File: src/hw/rtl/mcrb_pkg.sv
`timescale 1ns / 1ps
// ----------------------------------------------------------------------------
// mcrb_pkg
// Shared types, address map, masks and RAM window tables for the
// memory-control register bank.
// ----------------------------------------------------------------------------
package mcrb_pkg;

  localparam int unsigned DataW  = 32;
  localparam int unsigned AddrW  = 32;
  localparam int unsigned BaseW  = 24;
  localparam int unsigned CommonW = 16;
  localparam int unsigned WinW   = 3;
  localparam int unsigned NumBase  = 2;
  localparam int unsigned NumDelay = 6;

  // address map
  localparam logic [25:0]      BankPage      = 26'h07E0040; // 0x1F801000 >> 6
  localparam logic [3:0]       SlotFirstDly  = 4'd2;
  localparam logic [3:0]       SlotCommon    = 4'd8;
  localparam logic [AddrW-1:0] RamSizeAddr   = 32'h1F80_1060;
  localparam logic [AddrW-1:0] CacheCtrlAddr = 32'hFFFE_0130;

  // store and read-back masks
  localparam logic [7:0]       BaseReadTop   = 8'h1F;
  localparam logic [DataW-1:0] DelayStoreMask = 32'hEF1F_FFFF;
  localparam int unsigned      DelayErrBit   = 28;
  localparam logic [DataW-1:0] CacheReadMask = 32'hFFFF_FBBF;
  localparam int unsigned      WinLsb        = 9;
  localparam logic [DataW-1:0] NoneAddr      = 32'hFFFF_FFFF;

  typedef enum logic {
    OP_READ  = 1'b0,
    OP_WRITE = 1'b1
  } op_e;

  typedef enum logic [2:0] {
    SEL_NONE,
    SEL_BASE,
    SEL_DELAY,
    SEL_COMMON,
    SEL_RAM,
    SEL_CACHE
  } sel_e;

  // decoded register target
  typedef struct packed {
    sel_e       sel;
    logic [2:0] idx;
  } dec_t;

  function automatic logic [DataW-1:0] locked_start_f(input logic [WinW-1:0] win);
    logic [DataW-1:0] r;
    unique case (win)
      3'd0:    r = 32'h0010_0000;
      3'd1:    r = 32'h0040_0000;
      3'd2:    r = 32'h0020_0000;
      3'd4:    r = 32'h0020_0000;
      3'd6:    r = 32'h0040_0000;
      default: r = NoneAddr;
    endcase
    return r;
  endfunction

  function automatic logic [DataW-1:0] hiz_first_f(input logic [WinW-1:0] win);
    logic [DataW-1:0] r;
    unique case (win)
      3'd2:    r = 32'h0010_0000;
      3'd3:    r = 32'h0040_0000;
      3'd6:    r = 32'h0020_0000;
      default: r = NoneAddr;
    endcase
    return r;
  endfunction

  function automatic logic [DataW-1:0] hiz_last_f(input logic [WinW-1:0] win);
    logic [DataW-1:0] r;
    unique case (win)
      3'd2:    r = 32'h001F_FFFF;
      3'd3:    r = 32'h007F_FFFF;
      3'd6:    r = 32'h003F_FFFF;
      default: r = NoneAddr;
    endcase
    return r;
  endfunction

endpackage

File: src/hw/rtl/mcrb_if.sv
`timescale 1ns / 1ps
// ----------------------------------------------------------------------------
// mcrb_if
// Valid/ready channels of the memory-control register bank: access request
// and access response.
// ----------------------------------------------------------------------------
interface mcrb_req_if;
  logic                              valid;
  logic                              ready;
  mcrb_pkg::op_e                     operation;
  logic [mcrb_pkg::AddrW-1:0]        address;
  logic [mcrb_pkg::DataW-1:0]        write_data;

  modport source (output valid, operation, address, write_data, input ready);
  modport sink   (input valid, operation, address, write_data, output ready);
endinterface

interface mcrb_rsp_if;
  logic                              valid;
  logic                              ready;
  logic [mcrb_pkg::DataW-1:0]        read_data;
  logic                              hit;
  logic [mcrb_pkg::DataW-1:0]        locked_start;
  logic [mcrb_pkg::DataW-1:0]        hiz_first;
  logic [mcrb_pkg::DataW-1:0]        hiz_last;

  modport source (output valid, read_data, hit, locked_start, hiz_first, hiz_last,
                  input ready);
  modport sink   (input valid, read_data, hit, locked_start, hiz_first, hiz_last,
                  output ready);
endinterface

File: src/hw/rtl/mcrb_decode.sv
`timescale 1ns / 1ps
// ----------------------------------------------------------------------------
// mcrb_decode
// Address decoder: maps a bus address onto one of the eleven registers.
// ----------------------------------------------------------------------------
module mcrb_decode (
  input  logic [mcrb_pkg::AddrW-1:0] addr_i,
  output mcrb_pkg::dec_t             dec_o
);

  logic [3:0] slot;
  logic       bank_hit;

  // word slot inside the 64-byte timing bank
  assign slot     = addr_i[5:2];
  assign bank_hit = (addr_i[31:6] == mcrb_pkg::BankPage) && (addr_i[1:0] == 2'b00)
                    && (slot <= mcrb_pkg::SlotCommon);

  // register select
  always_comb begin
    dec_o.sel = mcrb_pkg::SEL_NONE;
    dec_o.idx = 3'd0;
    if (bank_hit) begin
      if (slot < mcrb_pkg::SlotFirstDly) begin
        dec_o.sel = mcrb_pkg::SEL_BASE;
        dec_o.idx = slot[2:0];
      end else if (slot < mcrb_pkg::SlotCommon) begin
        dec_o.sel = mcrb_pkg::SEL_DELAY;
        dec_o.idx = 3'(slot - mcrb_pkg::SlotFirstDly);
      end else begin
        dec_o.sel = mcrb_pkg::SEL_COMMON;
      end
    end else if (addr_i == mcrb_pkg::RamSizeAddr) begin
      dec_o.sel = mcrb_pkg::SEL_RAM;
    end else if (addr_i == mcrb_pkg::CacheCtrlAddr) begin
      dec_o.sel = mcrb_pkg::SEL_CACHE;
    end
  end

endmodule

File: src/hw/rtl/mcrb_regs.sv
`timescale 1ns / 1ps
// ----------------------------------------------------------------------------
// mcrb_regs
// Register storage with write masks, error-flag clear and read-back mux.
// ----------------------------------------------------------------------------
module mcrb_regs (
  input  logic                              clk_i,
  input  logic                              rst_ni,
  input  logic                              wr_en_i,
  input  mcrb_pkg::dec_t                    dec_i,
  input  logic [mcrb_pkg::DataW-1:0]        wdata_i,
  output logic [mcrb_pkg::DataW-1:0]        rdata_o,
  output logic [mcrb_pkg::WinW-1:0]         win_o
);

  logic [mcrb_pkg::BaseW-1:0]   base_q  [mcrb_pkg::NumBase];
  logic [mcrb_pkg::BaseW-1:0]   base_d  [mcrb_pkg::NumBase];
  logic [mcrb_pkg::DataW-1:0]   delay_q [mcrb_pkg::NumDelay];
  logic [mcrb_pkg::DataW-1:0]   delay_d [mcrb_pkg::NumDelay];
  logic [mcrb_pkg::CommonW-1:0] common_q, common_d;
  logic [mcrb_pkg::DataW-1:0]   ram_q, ram_d;
  logic [mcrb_pkg::DataW-1:0]   cache_q, cache_d;
  logic [mcrb_pkg::DataW-1:0]   delay_old;
  logic                         err_keep;

  assign delay_old = delay_q[dec_i.idx];
  // error flag survives only a write of zero to it
  assign err_keep  = !wdata_i[mcrb_pkg::DelayErrBit] && delay_old[mcrb_pkg::DelayErrBit];

  // next-state for the addressed register
  always_comb begin
    base_d   = base_q;
    delay_d  = delay_q;
    common_d = common_q;
    ram_d    = ram_q;
    cache_d  = cache_q;
    if (wr_en_i) begin
      unique case (dec_i.sel)
        mcrb_pkg::SEL_BASE:   base_d[dec_i.idx[0]] = wdata_i[mcrb_pkg::BaseW-1:0];
        mcrb_pkg::SEL_DELAY: begin
          delay_d[dec_i.idx] = wdata_i & mcrb_pkg::DelayStoreMask;
          delay_d[dec_i.idx][mcrb_pkg::DelayErrBit] = err_keep;
        end
        mcrb_pkg::SEL_COMMON: common_d = wdata_i[mcrb_pkg::CommonW-1:0];
        mcrb_pkg::SEL_RAM:    ram_d    = wdata_i;
        mcrb_pkg::SEL_CACHE:  cache_d  = wdata_i;
        default: ;
      endcase
    end
  end

  // storage
  always_ff @(posedge clk_i or negedge rst_ni) begin
    if (!rst_ni) begin
      for (int i = 0; i < mcrb_pkg::NumBase; i++) base_q[i] <= '0;
      for (int i = 0; i < mcrb_pkg::NumDelay; i++) delay_q[i] <= '0;
      common_q <= '0;
      ram_q    <= '0;
      cache_q  <= '0;
    end else begin
      base_q   <= base_d;
      delay_q  <= delay_d;
      common_q <= common_d;
      ram_q    <= ram_d;
      cache_q  <= cache_d;
    end
  end

  // read-back mux, current contents
  always_comb begin
    unique case (dec_i.sel)
      mcrb_pkg::SEL_BASE:   rdata_o = {mcrb_pkg::BaseReadTop, base_q[dec_i.idx[0]]};
      mcrb_pkg::SEL_DELAY:  rdata_o = delay_old;
      mcrb_pkg::SEL_COMMON: rdata_o = {{(mcrb_pkg::DataW-mcrb_pkg::CommonW){1'b0}}, common_q};
      mcrb_pkg::SEL_RAM:    rdata_o = ram_q;
      mcrb_pkg::SEL_CACHE:  rdata_o = cache_q & mcrb_pkg::CacheReadMask;
      default:              rdata_o = '0;
    endcase
  end

  // window follows this beat's write to the RAM size register
  assign win_o = ram_d[mcrb_pkg::WinLsb +: mcrb_pkg::WinW];

endmodule

File: src/hw/rtl/memory_control_register_bank_core.sv
`timescale 1ns / 1ps
// ----------------------------------------------------------------------------
// memory_control_register_bank_core
// Memory-control register bank: one read or write access per beat, with the
// RAM window ranges reported on every response.
//
//   channel  dir  fields                                         handshake
//   req_i    in   operation, address, write_data                 valid/ready
//   rsp_o    out  read_data, hit, locked_start, hiz_first,       valid/ready
//                 hiz_last
//
// One beat per cycle sustained while responses are taken; the response
// follows acceptance via the input register, then decode/update into the result register.
// Registers are updated when the beat leaves the input register, in order.
// Reset clears all registers and both stage valids at once.
// A stalled response holds; the input register still drains into it once it
// is taken, so the request side stalls only when both stages are full.
// ----------------------------------------------------------------------------
module memory_control_register_bank_core (
  input  logic          clk_i,
  input  logic          rst_ni,
  mcrb_req_if.sink      req_i,
  mcrb_rsp_if.source    rsp_o
);

  // input stage
  logic                         in_valid_q;
  mcrb_pkg::op_e                in_op_q;
  logic [mcrb_pkg::AddrW-1:0]   in_addr_q;
  logic [mcrb_pkg::DataW-1:0]   in_wdata_q;

  // result stage
  logic                         out_valid_q;
  logic [mcrb_pkg::DataW-1:0]   out_rdata_q, out_rdata_d;
  logic                         out_hit_q, out_hit_d;
  logic [mcrb_pkg::WinW-1:0]    out_win_q;

  logic                         advance;
  logic                         in_take;
  logic                         is_write;
  mcrb_pkg::dec_t               dec;
  logic [mcrb_pkg::DataW-1:0]   reg_rdata;
  logic [mcrb_pkg::WinW-1:0]    win_next;

  // stage flow
  assign advance     = in_valid_q && (!out_valid_q || rsp_o.ready);
  assign req_i.ready = !in_valid_q || advance;
  assign in_take     = req_i.valid && req_i.ready;
  assign is_write    = (in_op_q == mcrb_pkg::OP_WRITE);

  mcrb_decode u_decode (
    .addr_i (in_addr_q),
    .dec_o  (dec)
  );

  mcrb_regs u_regs (
    .clk_i   (clk_i),
    .rst_ni  (rst_ni),
    .wr_en_i (advance && is_write),
    .dec_i   (dec),
    .wdata_i (in_wdata_q),
    .rdata_o (reg_rdata),
    .win_o   (win_next)
  );

  // response payload
  assign out_hit_d   = (dec.sel != mcrb_pkg::SEL_NONE);
  assign out_rdata_d = is_write ? '0 : reg_rdata;

  // input register
  always_ff @(posedge clk_i or negedge rst_ni) begin
    if (!rst_ni) begin
      in_valid_q <= 1'b0;
    end else if (req_i.ready) begin
      in_valid_q <= req_i.valid;
    end
  end

  always_ff @(posedge clk_i) begin
    if (in_take) begin
      in_op_q    <= req_i.operation;
      in_addr_q  <= req_i.address;
      in_wdata_q <= req_i.write_data;
    end
  end

  // result register
  always_ff @(posedge clk_i or negedge rst_ni) begin
    if (!rst_ni) begin
      out_valid_q <= 1'b0;
    end else if (!out_valid_q || rsp_o.ready) begin
      out_valid_q <= in_valid_q;
    end
  end

  always_ff @(posedge clk_i) begin
    if (advance) begin
      out_rdata_q <= out_rdata_d;
      out_hit_q   <= out_hit_d;
      out_win_q   <= win_next;
    end
  end

  assign rsp_o.valid        = out_valid_q;
  assign rsp_o.read_data    = out_rdata_q;
  assign rsp_o.hit          = out_hit_q;
  assign rsp_o.locked_start = mcrb_pkg::locked_start_f(out_win_q);
  assign rsp_o.hiz_first    = mcrb_pkg::hiz_first_f(out_win_q);
  assign rsp_o.hiz_last     = mcrb_pkg::hiz_last_f(out_win_q);

endmodule

File: src/flat_wrapper.sv
// flat-port wrapper written by rule: the top's interface ports become plain ports
module memory_control_register_bank_core_flat 
  (clk_i, rst_ni, req_i_valid, req_i_operation, req_i_address, req_i_write_data, req_i_ready, rsp_o_valid, rsp_o_read_data, rsp_o_hit, rsp_o_locked_start, rsp_o_hiz_first, rsp_o_hiz_last, rsp_o_ready);
  mcrb_req_if req_i_i ();
  mcrb_rsp_if rsp_o_i ();
  input  logic clk_i;
  input  logic rst_ni;
  input wire logic [$bits(req_i_i.valid)-1:0] req_i_valid;
  input wire logic [$bits(req_i_i.operation)-1:0] req_i_operation;
  input wire logic [$bits(req_i_i.address)-1:0] req_i_address;
  input wire logic [$bits(req_i_i.write_data)-1:0] req_i_write_data;
  output wire logic [$bits(req_i_i.ready)-1:0] req_i_ready;
  output wire logic [$bits(rsp_o_i.valid)-1:0] rsp_o_valid;
  output wire logic [$bits(rsp_o_i.read_data)-1:0] rsp_o_read_data;
  output wire logic [$bits(rsp_o_i.hit)-1:0] rsp_o_hit;
  output wire logic [$bits(rsp_o_i.locked_start)-1:0] rsp_o_locked_start;
  output wire logic [$bits(rsp_o_i.hiz_first)-1:0] rsp_o_hiz_first;
  output wire logic [$bits(rsp_o_i.hiz_last)-1:0] rsp_o_hiz_last;
  input wire logic [$bits(rsp_o_i.ready)-1:0] rsp_o_ready;
  assign req_i_i.valid = req_i_valid;
  assign req_i_i.operation = req_i_operation;
  assign req_i_i.address = req_i_address;
  assign req_i_i.write_data = req_i_write_data;
  assign req_i_ready = req_i_i.ready;
  assign rsp_o_valid = rsp_o_i.valid;
  assign rsp_o_read_data = rsp_o_i.read_data;
  assign rsp_o_hit = rsp_o_i.hit;
  assign rsp_o_locked_start = rsp_o_i.locked_start;
  assign rsp_o_hiz_first = rsp_o_i.hiz_first;
  assign rsp_o_hiz_last = rsp_o_i.hiz_last;
  assign rsp_o_i.ready = rsp_o_ready;
  memory_control_register_bank_core u_core (.clk_i(clk_i), .rst_ni(rst_ni), .req_i(req_i_i), .rsp_o(rsp_o_i));
endmodule
File: config.mk
export PLATFORM = sky130hd
export DESIGN_NAME = memory_control_register_bank_core_flat
export DESIGN_NICKNAME = d
export VERILOG_FILES = /design/src/hw/rtl/mcrb_pkg.sv /design/src/hw/rtl/mcrb_if.sv /design/src/hw/rtl/mcrb_decode.sv /design/src/hw/rtl/mcrb_regs.sv /design/src/hw/rtl/memory_control_register_bank_core.sv /design/src/flat_wrapper.sv
export SDC_FILE = /design/constraint.sdc
export NUM_CORES = 1
export LEC_CHECK = 0
export BUFFER_PORTS_ARGS = -buffer_cell sky130_fd_sc_hd__buf_2
export CAP_MARGIN = 20
export CORE_MARGIN = 2
export CORE_UTILIZATION = 35
export DETAILED_ROUTE_END_ITERATION = 7
export SYNTH_ARGS = -nofsm -noshare
export SYNTH_HDL_FRONTEND = slang
export SYNTH_SLANG_ARGS = --single-unit
File: constraint.sdc
create_clock -name clk_i -period 6.4 [get_ports clk_i]
set_clock_uncertainty 0.05 [all_clocks]
set_input_delay 0.32 -clock clk_i [delete_from_list [all_inputs] [get_ports clk_i]]
set_output_delay 0.32 -clock clk_i [all_outputs]
set_load 0.03 [all_outputs]
==> results of run 1 <==
## cell usage in the layout (no fill, tap or decap), types with 8 or more instances in the layout
cell type	instances
conb_1	21
a222oi_1	22
clkinv_2	10
mux2_2	316
dfrtp_1	302
nor2_1	17
o21ai_0	8
nand3_1	39
edfxtp_1	101
clkbuf_1	9
nand2_1	91
clkbuf_16	46
a41o_1	13
o22ai_1	15
a311oi_1	15
buf_2	177
inv_1	8
o211ai_1	15
o221ai_1	13
a21oi_1	14
dlygate4sd3_1	68
a311o_1	13
and3_1	30
buf_4	29
## power groups by stage
stage               registers (mW)  clock network [mW]  logic, mW
floorplan                     2.78                   0      0.245
global placement              2.78                   0      0.347
detailed placement            2.78                   0      0.348
CTS                           2.74                2.68      0.381
global route                  2.74                2.79      0.403
finish                        2.74                2.63      0.375
## sequential cells by signal, summed over array words and instances (netlist names), 16 cells and up
name / cells
u_core.in_wdata_q: 32
u_core.u_regs.delay_q: 174
u_core.u_regs.base_q: 48
u_core.u_regs.ram_q: 32
u_core.u_regs.cache_q: 30
u_core.rsp_o.read_data: 32
u_core.in_addr_q: 32
u_core.u_regs.common_q: 16
## cells by family after synthesis
group           count (synthesis)  synth area share
flops                         403            0.5934
mux                           325            0.2048
simple gates                  236           0.06807
buf+inv                       199           0.06387
compound gates                151           0.06849
fa+ha+maj                       1         0.0007010
other cells                     1         0.0002101
xor+xnor                        1         0.0004908
## final cells by class
| class | instances | area [um2] | share of cell area |
|---|---|---|---|
| clock buffers | 59 | 1240 | 0.05874 |
| clock inverters | 24 | 266.5 | 0.01263 |
| inverters | 8 | 30.03 | 0.001423 |
| multi-input cells | 735 | 6280 | 0.2975 |
| flip-flops and latches | 403 | 10590 | 0.5017 |
| well taps | 672 | 840.8 | 0.03983 |
| repair buffers | 278 | 1862 | 0.08820 |
## critical path, delay by kind of cell, from the launching register on
| kind | cells | cell delay (ps) |
|---|---|---|
| simple gates | 3 | 1280 |
| fa+ha+maj | 1 | 740 |
| flops | 1 | 320 |
| mux | 1 | 500 |
| buf+inv | 3 | 1090 |
## repair_timing
action,4_1_cts,5_1_grt
hold endpoints to repair,158,0
setup buffers,0,0
hold buffers,68,0
## routing by layer
layer	share of wire	vias to the layer above
li1	-	5070
met1	0.45	5937
met2	0.47	357
met3	0.055	74
met4	0.024	0
met5	0	-
## stage by stage
| stage | utilization | power, mW | hold slack, ps |
|---|---|---|---|
| finish | 0.4199 | 5.736 | 328.5 |
| global route | 0.4199 | 5.938 | 376.2 |
| CTS | 0.4193 | 5.801 | 337.0 |
| detailed placement | 0.3758 | 3.132 | 358.7 |
| global placement | 0.3755 | 3.129 | 350.6 |
| floorplan | - | 3.024 | -25.59 |
## how the worst max path moves through the flow
stage | startpoint | end
final | u_core.in_addr_q[3]$_DFFE_PP_ | u_core.u_regs.delay_q[174]$_DFFE_PN0P_
after global routing | u_core.in_addr_q[3]$_DFFE_PP_ | u_core.u_regs.delay_q[174]$_DFFE_PN0P_
after CTS | u_core.in_addr_q[3]$_DFFE_PP_ | u_core.u_regs.delay_q[177]$_DFFE_PN0P_
after global placement | u_core.in_addr_q[3]$_DFFE_PP_ | u_core.u_regs.delay_q[30]$_DFFE_PN0P_
after detailed placement | u_core.in_addr_q[3]$_DFFE_PP_ | u_core.u_regs.delay_q[176]$_DFFE_PN0P_
after floorplan | u_core.rsp_o.valid$_DFFE_PN0P_ | u_core.out_win_q[0]$_DFFE_PP_
==> results.txt, run 1 <==
----------------------------------------------------
[Place]
  Post-DP HPWL ... 25.79 mm
  Placed inst area ... 0.01889 mm2
  Final estimated routing congestion in global placement ... 0.7526
  Number of buffers added on ports ... 178
  Post-placement cell count ... 2027
  Placement-stage worst setup slack ... 2251 ps

[Route]
  Average via count per standard cell ... 5.249
  First drt pass iteration count ... 7
  Total Wirelength ... 44.93 mm
  Iter 0 DRT Violations ... 794
  Via Count ... 11440
  Routed wire length per instance ... 20.62 um
  DRC errors left ... 0
  Number of nets with antenna violations after routing ... 0

[STA]
  Period utilization ... 0.6445
  Transition time at the pin with the least slew margin ... 996.3 ps
  Final setup margin ... 2275 ps
  Max Slew Vio Count ... 0
  Maximum achievable frequency ... 242.4 MHz
  Worst slew margin relative to its limit ... 0.3358
  Setup repair after global routing missed its margin ... no
  Period minus WS final ... 4125 ps
  Number of failing hold endpoints at the final stage ... 0
  Setup tns final ... 0 ps
  Setup violations, final ... 0

[Layout]
  Final Non-Filler Cells ... 2179
  Fill count ... 4630
  Number of diodes ... 0
  Syn-to-layout area delta ... 18.28%
  Final-stage net count ... 1541
  Fraction of layout cells with a size suffix above 1 ... 0.4127
  Cell area after layout ... 0.02111 mm2

[Worst setup path]
  Crit path kind ... reg -> reg
  Data arrival at the endpoint of the critical path ... 4530 ps
  List of cells traversed by the critical path ... buf_4 -> inv_1 -> ha_1 -> buf_4 -> nand2_1 -> nor2_1 -> nand2_2 -> mux2_2
  Critical Path RT ... 6800 ps
  Cell mode on critical path ... buf_4
  Biggest fanout along the worst timing path ... 61
  Critical-path cell with the highest stage delay ... ha_1
  Worst setup EP type ... flip-flop
  Startpoint type of the worst setup path ... flip-flop
  Reg-to-reg setup timing slack ... 2280 ps
  Launch point of the worst reg-to-reg path ... u_core.in_addr_q[3]$_DFFE_PP_
  Cells on worst reg2reg path ... 8
  Critical register-to-register path endpoint ... u_core.u_regs.delay_q[174]$_DFFE_PN0P_
  Max incr delay on CP ... 740 ps

[Global routing]
  Maximum number of pins on one net before global-route repair ... 151
  Antenna violations before repair ... 0
  M2 GR Usage ... 0.2740
  First-pass GRT wire length ... 69.57 mm
  Vias in the first global route ... 11640
  Global Route Usage Sum ... 0.1693
  Met1 routing resource usage after global routing ... 0.2322
  GRT Max-Usage Layer ... met2
  Met3 global-route usage ... 0.02939
  Final global-route overflow total ... 0

[Power]
  Clock group share of total power ... 0.458
  Leakage power of the design ... 9.796 nW
  Worst ir drop on vdd ... 0.0002337 V
  Reg power frac ... 0.477
  Cell Int Power ... 4.337 mW
  Proportion of power drawn by combinational gates ... 0.065
  Switching power ... 1.400 mW
  Sw Share ... 0.2440
  Power Density ... 271.7 mW/mm2

[Yosys]
  Share of synthesized registers carrying an async set or reset ... 0.7494
  Top post-synthesis cells by area ... dfrtp_1 (42%), mux2_2 (20%), edfxtp_1 (17%)
  Cell taking the most area after synthesis ... dfrtp_1
  Ys Warns ... 0
  Number of instances in the synthesized netlist ... 1317
  Synth Flop Type ... dfrtp_1
  EDFF count, synth ... 101
  Register bit count reported by yosys ... 403
  Fraction of the yosys area taken by sequential cells ... 0.5934
  Most instantiated library cell after synthesis ... mux2_2
  Netlist Area Pre-Place ... 0.01785 mm2
  Post-synthesis cell type count ... 57
  Most used standard cells in the synthesized netlist ... mux2_2 (316), dfrtp_1 (302), edfxtp_1 (101)
  Syn_area_per_cell ... 13.55 um2
  Share of the synthesized area in the top cell type ... 0.4234

[Die]
  Number of core rows ... 82
  Vertical die dimension ... 229.8 um
  Die Wd ... 229.8 um
  Starting Density ... 0.3550
  Number of I/O pins ... 200
  Die area ... 0.05281 mm2
  Area of the placeable core ... 0.05027 mm2

[Clock network]
  Clock tree from TritonCTS ... done
  CTS H-tree depth ... 2
  Clock-pin transition on the worst setup and hold timing paths ... 60 ps
  Post-CTS resize count ... 0
  Clock root buffer master ... clkbuf_16
  Max Root-Sink Buffers ... 3
  Clock latency reported for the late side of the worst-skew pair ... 590 ps
  TritonCTS buffer count ... 45
  Total clock sinks ... 403

[Run status]
  Result of the run ... finished, final reports clean

[Run]
  Number of max-cap violations ... 0

[Min path]
  Hold Path Class ... in -> async

----------------------------------------------------
(Power assumes the default switching activity.)
==> run 2: changes to the inputs <==
Settings changed: ABC_AREA from default to 1.
Clock period 6.4 ns to 3.34 ns, I/O delays scaled along.
==> run 2 against run 1 <==
Compared with the run above: global-route usage increased by 1.3 points; setup slack lost 1800 ps; total power up 98%; die area is 4.4% higher; largest power group unchanged; maximum frequency grew 44%.
==> results.txt, run 2 <==
----------------------------------------------------
[Layout]
  Fill count ... 5145 (+11%)
  Final Non-Filler Cells ... 3014 (+38%)
  Syn-to-layout area delta ... 17.05%
  Fraction of layout cells with a size suffix above 1 ... 0.1453 (-0.2674)
  Number of diodes ... 0 (unchanged)
  Most flop-heavy register ... u_core.u_regs.delay_q
  Top library cells by usage in the layout, fill and taps aside ... nand2_1 (637), dfrtp_1 (302), inv_1 (194)
  Number of flip-flops in the largest register ... 174 (unchanged)
  Leading cell type in the layout, fill and taps excluded ... nand2_1
  Leading registers by flop count ... u_core.u_regs.delay_q (174), u_core.u_regs.base_q (48)
  Final-stage net count ... 2359 (+53%)

[Die]
  Number of core rows ... 84 (+2.4%)
  Die Wd ... 234.8 um (+2.2%)
  Die area ... 0.05514 mm2 (+4.4%)
  Vertical die dimension ... 234.8 um (+2.2%)
  Starting Density ... 0.3541 (-0.0008536)
  Area of the placeable core ... 0.05266 mm2 (+4.7%)
  Number of I/O pins ... 200 (unchanged)

[Yosys]
  Share of the synthesized area in the top cell type ... 0.4053 (-0.01818)
  Number of instances in the synthesized netlist ... 2134 (+62%)
  Post-synthesis cell type count ... 40 (-30%)
  Register bit count reported by yosys ... 403 (unchanged)
  Most used standard cells in the synthesized netlist ... nand2_1 (639), dfrtp_1 (302), inv_1 (195)
  EDFF count, synth ... 101 (unchanged)
  Netlist Area Pre-Place ... 0.01865 mm2 (+4.5%)
  Synth Flop Type ... dfrtp_1
  Ys Warns ... 0 (unchanged)
  Fraction of the yosys area taken by sequential cells ... 0.5679 (-0.02548)
  Most instantiated library cell after synthesis ... nand2_1
  Cell taking the most area after synthesis ... dfrtp_1
  Top post-synthesis cells by area ... dfrtp_1 (41%), edfxtp_1 (16%), nand2_1 (13%)
  Syn_area_per_cell ... 8.738 um2 (-36%)
  Share of synthesized registers carrying an async set or reset ... 0.7494 (unchanged)

[Worst setup path]
  Critical path startpoint ... u_core.in_addr_q[15]$_DFFE_PP_
  Reg-to-reg setup timing slack ... 480 ps (-1790 ps)
  List of cells traversed by the critical path ... nor2_1 -> nand2_1 -> nor2_1 -> nand2_1 -> nor2_4 -> nand3_4 -> buf_12 -> nand2_1 -> nand2_1 -> a21oi_1 -> nand3_1 -> a21oi_1
  Critical register-to-register path endpoint ... u_core.rsp_o.read_data[29]$_SDFFCE_PP0P_
  Critical Path RT ... 3630 ps (-3170 ps)
  Worst setup EP type ... flip-flop
  Critical-path cell with the highest stage delay ... edfxtp_1
  Launch point of the worst reg-to-reg path ... u_core.in_addr_q[15]$_DFFE_PP_
  Data arrival at the endpoint of the critical path ... 3150 ps (-1380 ps)
  Crit path kind ... reg -> reg
  Startpoint type of the worst setup path ... flip-flop
  Crit path capture ... u_core.rsp_o.read_data[29]$_SDFFCE_PP0P_
  Cell mode on critical path ... nand2_1
  Cells on worst reg2reg path ... 12 (+4)
  Max incr delay on CP ... 380 ps (-360 ps)
  Biggest fanout along the worst timing path ... 55 (-9.8%)

[Clock network]
  Total clock sinks ... 403 (unchanged)
  Clock tree from TritonCTS ... done
  Max Root-Sink Buffers ... 3 (unchanged)
  CTS H-tree depth ... 2 (unchanged)
  Post-CTS setup buffers ... 0 (unchanged)
  Clock root buffer master ... clkbuf_16
  TritonCTS buffer count ... 46 (+2.2%)
  Post-CTS resize count ... 0 (unchanged)
  Clock-pin transition on the worst setup and hold timing paths ... 60 ps (about the same)
  Clock latency reported for the late side of the worst-skew pair ... 580 ps (about the same)

[Route]
  Average via count per standard cell ... 4.939 (-5.9%)
  Via Count ... 14890 (+30%)
  DRC errors left ... 0 (unchanged)
  Number of nets with antenna violations after routing ... 0 (unchanged)
  Total Wirelength ... 50.47 mm (+12%)
  Routed wire length per instance ... 16.75 um (-19%)
  Iter 0 DRT Violations ... 1253 (+58%)
  First drt pass iteration count ... 6 (-1)

[STA]
  Number of failing hold endpoints at the final stage ... 0 (unchanged)
  Period utilization ... 0.8550 (+0.2106)
  Period minus WS final ... 2856 ps (-1269 ps)
  Setup violations, final ... 0 (unchanged)
  Setup repair after global routing missed its margin ... no
  Max Slew Vio Count ... 0 (unchanged)
  Transition time at the pin with the least slew margin ... 932.4 ps (-63.92 ps)
  Maximum achievable frequency ... 350.2 MHz (+44%)
  Worst slew margin relative to its limit ... 0.3784 (+0.04261)
  Setup tns final ... 0 ps (unchanged)

[Min path]
  Hold Path Class ... in -> async

[Power]
  Power Density ... 520.0 mW/mm2 (+91%)
  Leakage power of the design ... 9.974 nW (+1.8%)
  Worst ir drop on vdd ... 0.0004228 V (+81%)

[Global routing]
  Global Route Usage Sum ... 0.1826 (+0.01327)
  Final global-route overflow total ... 0 (unchanged)
  Maximum number of pins on one net before global-route repair ... 98 (-35%)
  Vias in the first global route ... 14570 (+25%)
  First-pass GRT wire length ... 80.99 mm (+16%)
  Antenna violations before repair ... 1 (+1)

[Place]
  Post-DP HPWL ... 32.63 mm (+27%)
  Number of buffers added on ports ... 178 (unchanged)
  Final estimated routing congestion in global placement ... 0.8390 (+11%)
  Post-placement cell count ... 2859 (+41%)

[Run status]
  Result of the run ... finished, final reports clean

[Run]
  Number of max-cap violations ... 0 (unchanged)

----------------------------------------------------
==> run 2: cell count changes after synthesis, sizes merged, moves of 58 or more <==
cell   previous run  this run
o21ai             8       328
nand3            39        97
nand2            92       643
nor2             18        96
mux2            321         0
nand4             6        69
inv               8       204
==> run 2: worst min path at each step <==
stage	to	depth (start not counted)	from
detailed placement	u_core.in_valid_q$_DFFE_PN0N_	1	rst_ni
global placement	u_core.in_valid_q$_DFFE_PN0N_	1	rst_ni
CTS	u_core.u_regs.ram_q[23]$_DFFE_PN0P_	2	rst_ni
global route	u_core.in_valid_q$_DFFE_PN0N_	2	rst_ni
finish	u_core.rsp_o.valid$_DFFE_PN0P_	2	rst_ni
floorplan	u_core.in_valid_q$_DFFE_PN0N_	0	rst_ni
==> run 2: logic make-up (layout without fill, tap and decap cells) <==
logic type      after synthesis  in the layout  share of synthesized area
compound gates              400            400                     0.1100
flops                       403            403                     0.5679
buf+inv                     416            588                     0.1120
fa+ha+maj                     1              1                  0.0006709
simple gates                913            913                     0.2091
other cells                   1             21                  0.0002011
==> run 2: where the power goes <==
| group | switching [mW] | internal, mW | leakage, nW |
|---|---|---|---|
| clock | 2.04 | 2.99 | 0.719 |
| combinational | 0.765 | 0.250 | 4.72 |
| sequential | 0.105 | 5.20 | 4.54 |
==> run 2: worst max-delay path: cells and delay by family (launching register included) <==
family	cells	cell delay (ps)
simple gates	9	1390
compound gates	2	450
flops	1	380
buf+inv	1	330
==> run 2: repair_timing <==
action,4_1_cts,5_1_grt
hold buffers,70,0
endpoints found under the hold margin,157,0
setup endpoints to repair,0,0
==> run 2: area by class of cell <==
| class | count | area, um2 | share of cell area |
|---|---|---|---|
| clock buffer | 68 | 1296 | 0.05939 |
| multi-input combinational | 1335 | 6090 | 0.2790 |
| timing repair buffer | 292 | 2007 | 0.09195 |
| tap | 688 | 860.8 | 0.03944 |
| clock inverter | 17 | 183.9 | 0.008426 |
| sequential | 403 | 10590 | 0.4852 |
| inverter | 211 | 799.5 | 0.03663 |
==> run 2: routing by layer <==
metal / global-route usage / part of all wire / up-vias
li1: - / - / 7123
met1: 0.2378 / 0.43 / 7161
met2: 0.3127 / 0.49 / 519
met3: 0.02867 / 0.056 / 83
met4: 0.05562 / 0.023 / 0
met5: 0 / 0 / -
==> run 2: per-stage QoR <==
stage                     setup slack (ps)  area (um2)  hold WS, ps    util  total power, mW
after detailed placement             444.2       19650        235.1  0.3731            6.355
after floorplan                      627.4       18720       -178.6       -            6.061
after global placement               454.1       19650        217.0  0.3731            6.351
after global routing                 278.4       21830        220.7  0.4145            11.77
final                                484.2       21830        131.5  0.4145            11.35
after CTS                            419.6       21830        196.5  0.4145            11.49
==> run 3: changes to the inputs <==
Settings changed: CORE_UTILIZATION 35 to 59, PLACE_DENSITY from default to 0.8.
Clock period 3.34 ns to 3.2 ns, I/O delays scaled along.
==> run 3 against run 2 <==
Compared with the run above: critical path depth rose by 1; total power rose by 0.38%; register-to-register slack got worse by 200 ps; maximum frequency fell by 2.2%; sequential share of layout area rose by 1.1 points; hold slack got worse by 12 ps; largest power group unchanged.
==> results.txt, run 3 (synthesis results as in run 2) <==
----------------------------------------------------
[Power]
  Worst ir drop on vdd ... 0.0004592 V (+8.6%)
  Reg power frac ... 0.484 (+0.017)
  Clock group share of total power ... 0.425 (-0.019)
  Power Density ... 533.6 mW/mm2 (+2.6%)
  Sw Share ... 0.2538 (-0.002765)
  Cell Int Power ... 8.501 mW (+0.75%)
  Leakage power of the design ... 9.925 nW (-0.49%)
  Proportion of power drawn by combinational gates ... 0.091 (+0.002)
  Switching power ... 2.892 mW (-0.71%)
  Power consumption ... 11.39 mW (+0.38%)

[Route]
  Number of nets with antenna violations after routing ... 0 (unchanged)
  DRC errors left ... 0 (unchanged)
  First drt pass iteration count ... 8 (+2)
  Average via count per standard cell ... 5.527 (+12%)
  Total Wirelength ... 46.57 mm (-7.7%)
  Iter 0 DRT Violations ... 1420 (+13%)
  Via Count ... 15020 (+0.87%)
  Routed wire length per instance ... 17.14 um (+2.4%)

[Global routing]
  Maximum number of pins on one net before global-route repair ... 124 (+27%)
  Vias in the first global route ... 14840 (+1.9%)
  Final global-route overflow total ... 0 (unchanged)
  First-pass GRT wire length ... 76.42 mm (-5.6%)
  Global Route Usage Sum ... 0.2900 (+0.1074)
  Antenna violations before repair ... 0 (-1)

[STA]
  Setup tns final ... 0 ps (unchanged)
  Period minus WS final ... 2920 ps (+64.52 ps)
  Transition time at the pin with the least slew margin ... 914.4 ps (-18.00 ps)
  Max Slew Vio Count ... 0 (unchanged)
  Maximum achievable frequency ... 342.4 MHz (-2.2%)
  Setup repair after global routing missed its margin ... no
  Setup violations, final ... 0 (unchanged)
  Period utilization ... 0.9126 (+0.05757)
  Worst slew margin relative to its limit ... 0.3903 (+0.01192)
  Number of failing hold endpoints at the final stage ... 0 (unchanged)

[Die]
  Die area ... 0.03304 mm2 (-40%)
  Area of the placeable core ... 0.03131 mm2 (-41%)
  Vertical die dimension ... 181.8 um (-23%)
  Die Wd ... 181.8 um (-23%)
  Number of core rows ... 65 (-23%)
  Starting Density ... 0.5956 (+0.2414)
  Number of I/O pins ... 200 (unchanged)

[Worst setup path]
  Worst setup EP type ... flip-flop
  Critical Path RT ... 3600 ps (-30 ps)
  Crit path kind ... reg -> reg
  Biggest fanout along the worst timing path ... 57 (+3.6%)
  Startpoint type of the worst setup path ... flip-flop
  Data arrival at the endpoint of the critical path ... 3320 ps (+170 ps)

[Clock network]
  Clock root buffer master ... clkbuf_16
  Post-CTS setup buffers ... 0 (unchanged)
  CTS H-tree depth ... 2 (unchanged)
  Clock-pin transition on the worst setup and hold timing paths ... 60 ps (about the same)
  Total clock sinks ... 403 (unchanged)
  Clock tree from TritonCTS ... done
  Max Root-Sink Buffers ... 3 (unchanged)
  TritonCTS buffer count ... 43 (-6.5%)
  Clock latency reported for the late side of the worst-skew pair ... 530 ps (-50 ps)

[Place]
  Post-DP HPWL ... 29.16 mm (-11%)
  Number of buffers added on ports ... 178 (unchanged)
  Final estimated routing congestion in global placement ... 0.8650 (+3.1%)

[Layout]
  Multi-input gate area ... 0.006091 mm2 (about the same)
  Leading cell type in the layout, fill and taps excluded ... nand2_1
  Final core utilization ... 0.6818 (+0.2673)
  Most flop-heavy register ... u_core.u_regs.delay_q
  Top library cells by usage in the layout, fill and taps aside ... nand2_1 (638), dfrtp_1 (302), inv_1 (194)
  Fill count ... 2408 (-53%)
  Number of flip-flops in the largest register ... 174 (unchanged)
  Number of diodes ... 0 (unchanged)
  Final-stage net count ... 2352 (-0.30%)
  Syn-to-layout area delta ... 14.49%
  Area taken by flip-flops and latches ... 0.01059 mm2 (unchanged)
  Leading registers by flop count ... u_core.u_regs.delay_q (174), u_core.u_regs.base_q (48)
  Fraction of layout cells with a size suffix above 1 ... 0.1469 (+0.001554)

[Min path]
  Hold Path Class ... in -> async

[Run]
  Number of max-cap violations ... 0 (unchanged)

[Run status]
  Result of the run ... finished, final reports clean

----------------------------------------------------
[run 3: stage by stage]
stage               setup slack [ps]  area [um2]  hold WS, ps  cells
CTS                            326.3       21350        147.4   2717
global placement               487.9       19270        92.93   2569
global route                   64.88       21350        155.4   2717
finish                         279.7       21350        119.6   2717
floorplan                      487.4       18720       -185.6   2154
detailed placement             338.8       19270        92.83   2569
[run 3: critical path: stages, from the launching register on]
cell and delay [ps]:
edfxtp_1 390, inv_1 180, ha_1 210, a21oi_1 110, nor2_4 160, nand3_2 100
nor2_4 190, nand2_4 190, clkinv_4 190, nand3_4 150, nor2_4 120, buf_4 470
nand2_1 130, o21ai_1 120
[run 3: power groups by stage]
| stage | clock network (mW) | registers [mW] | logic (mW) |
|---|---|---|---|
| after detailed placement | 0 | 5.61 | 0.969 |
| after floorplan | 0 | 5.68 | 0.650 |
| after global routing | 5.12 | 5.53 | 1.11 |
| final | 4.84 | 5.52 | 1.04 |
| after global placement | 0 | 5.61 | 0.958 |
| after CTS | 4.88 | 5.52 | 1.04 |
[run 3: layer usage]
metal / wire length, um / global-route usage / share of wire
met5: 0 / 0 / 0
met4: 2406 / 0.1467 / 0.052
met3: 3089 / 0.03470 / 0.066
met2: 22790 / 0.4976 / 0.49
met1: 18280 / 0.3661 / 0.39
[run 3: cell type report]
class                           count  area share
Sequential cell                   403      0.4960
Multi-Input combinational cell   1335      0.2853
Clock inverter                     17    0.005568
Inverter                          211     0.03745
Timing Repair Buffer              288     0.09318
Clock buffer                       61     0.05890
Tap cell                          402     0.02356
[run 3: worst paths after layout]
kind,startpoint,end,slack (ps),depth (start not counted)
max,u_core.in_addr_q[3]$_DFFE_PP_,u_core.u_regs.delay_q[173]$_DFFE_PN0P_,280,13
min,rst_ni,u_core.u_regs.delay_q[176]$_DFFE_PN0P_,120,2
max reg2reg,u_core.in_addr_q[3]$_DFFE_PP_,u_core.u_regs.delay_q[173]$_DFFE_PN0P_,280,13
min reg2reg,u_core.u_regs.base_q[21]$_DFFE_PN0P_,u_core.u_regs.base_q[21]$_DFFE_PN0P_,430,2
max in group asynchronous,rst_ni,u_core.u_regs.base_q[3]$_DFFE_PN0P_,1960,3
min in group clk_i,req_i_write_data[1],u_core.in_wdata_q[1]$_DFFE_PP_,280,2
[run 3: what timing repair did]
item | CTS | global route
endpoints found under the hold margin | 141 | 0
gates resized for setup | 0 | 0
hold buffers | 70 | 0
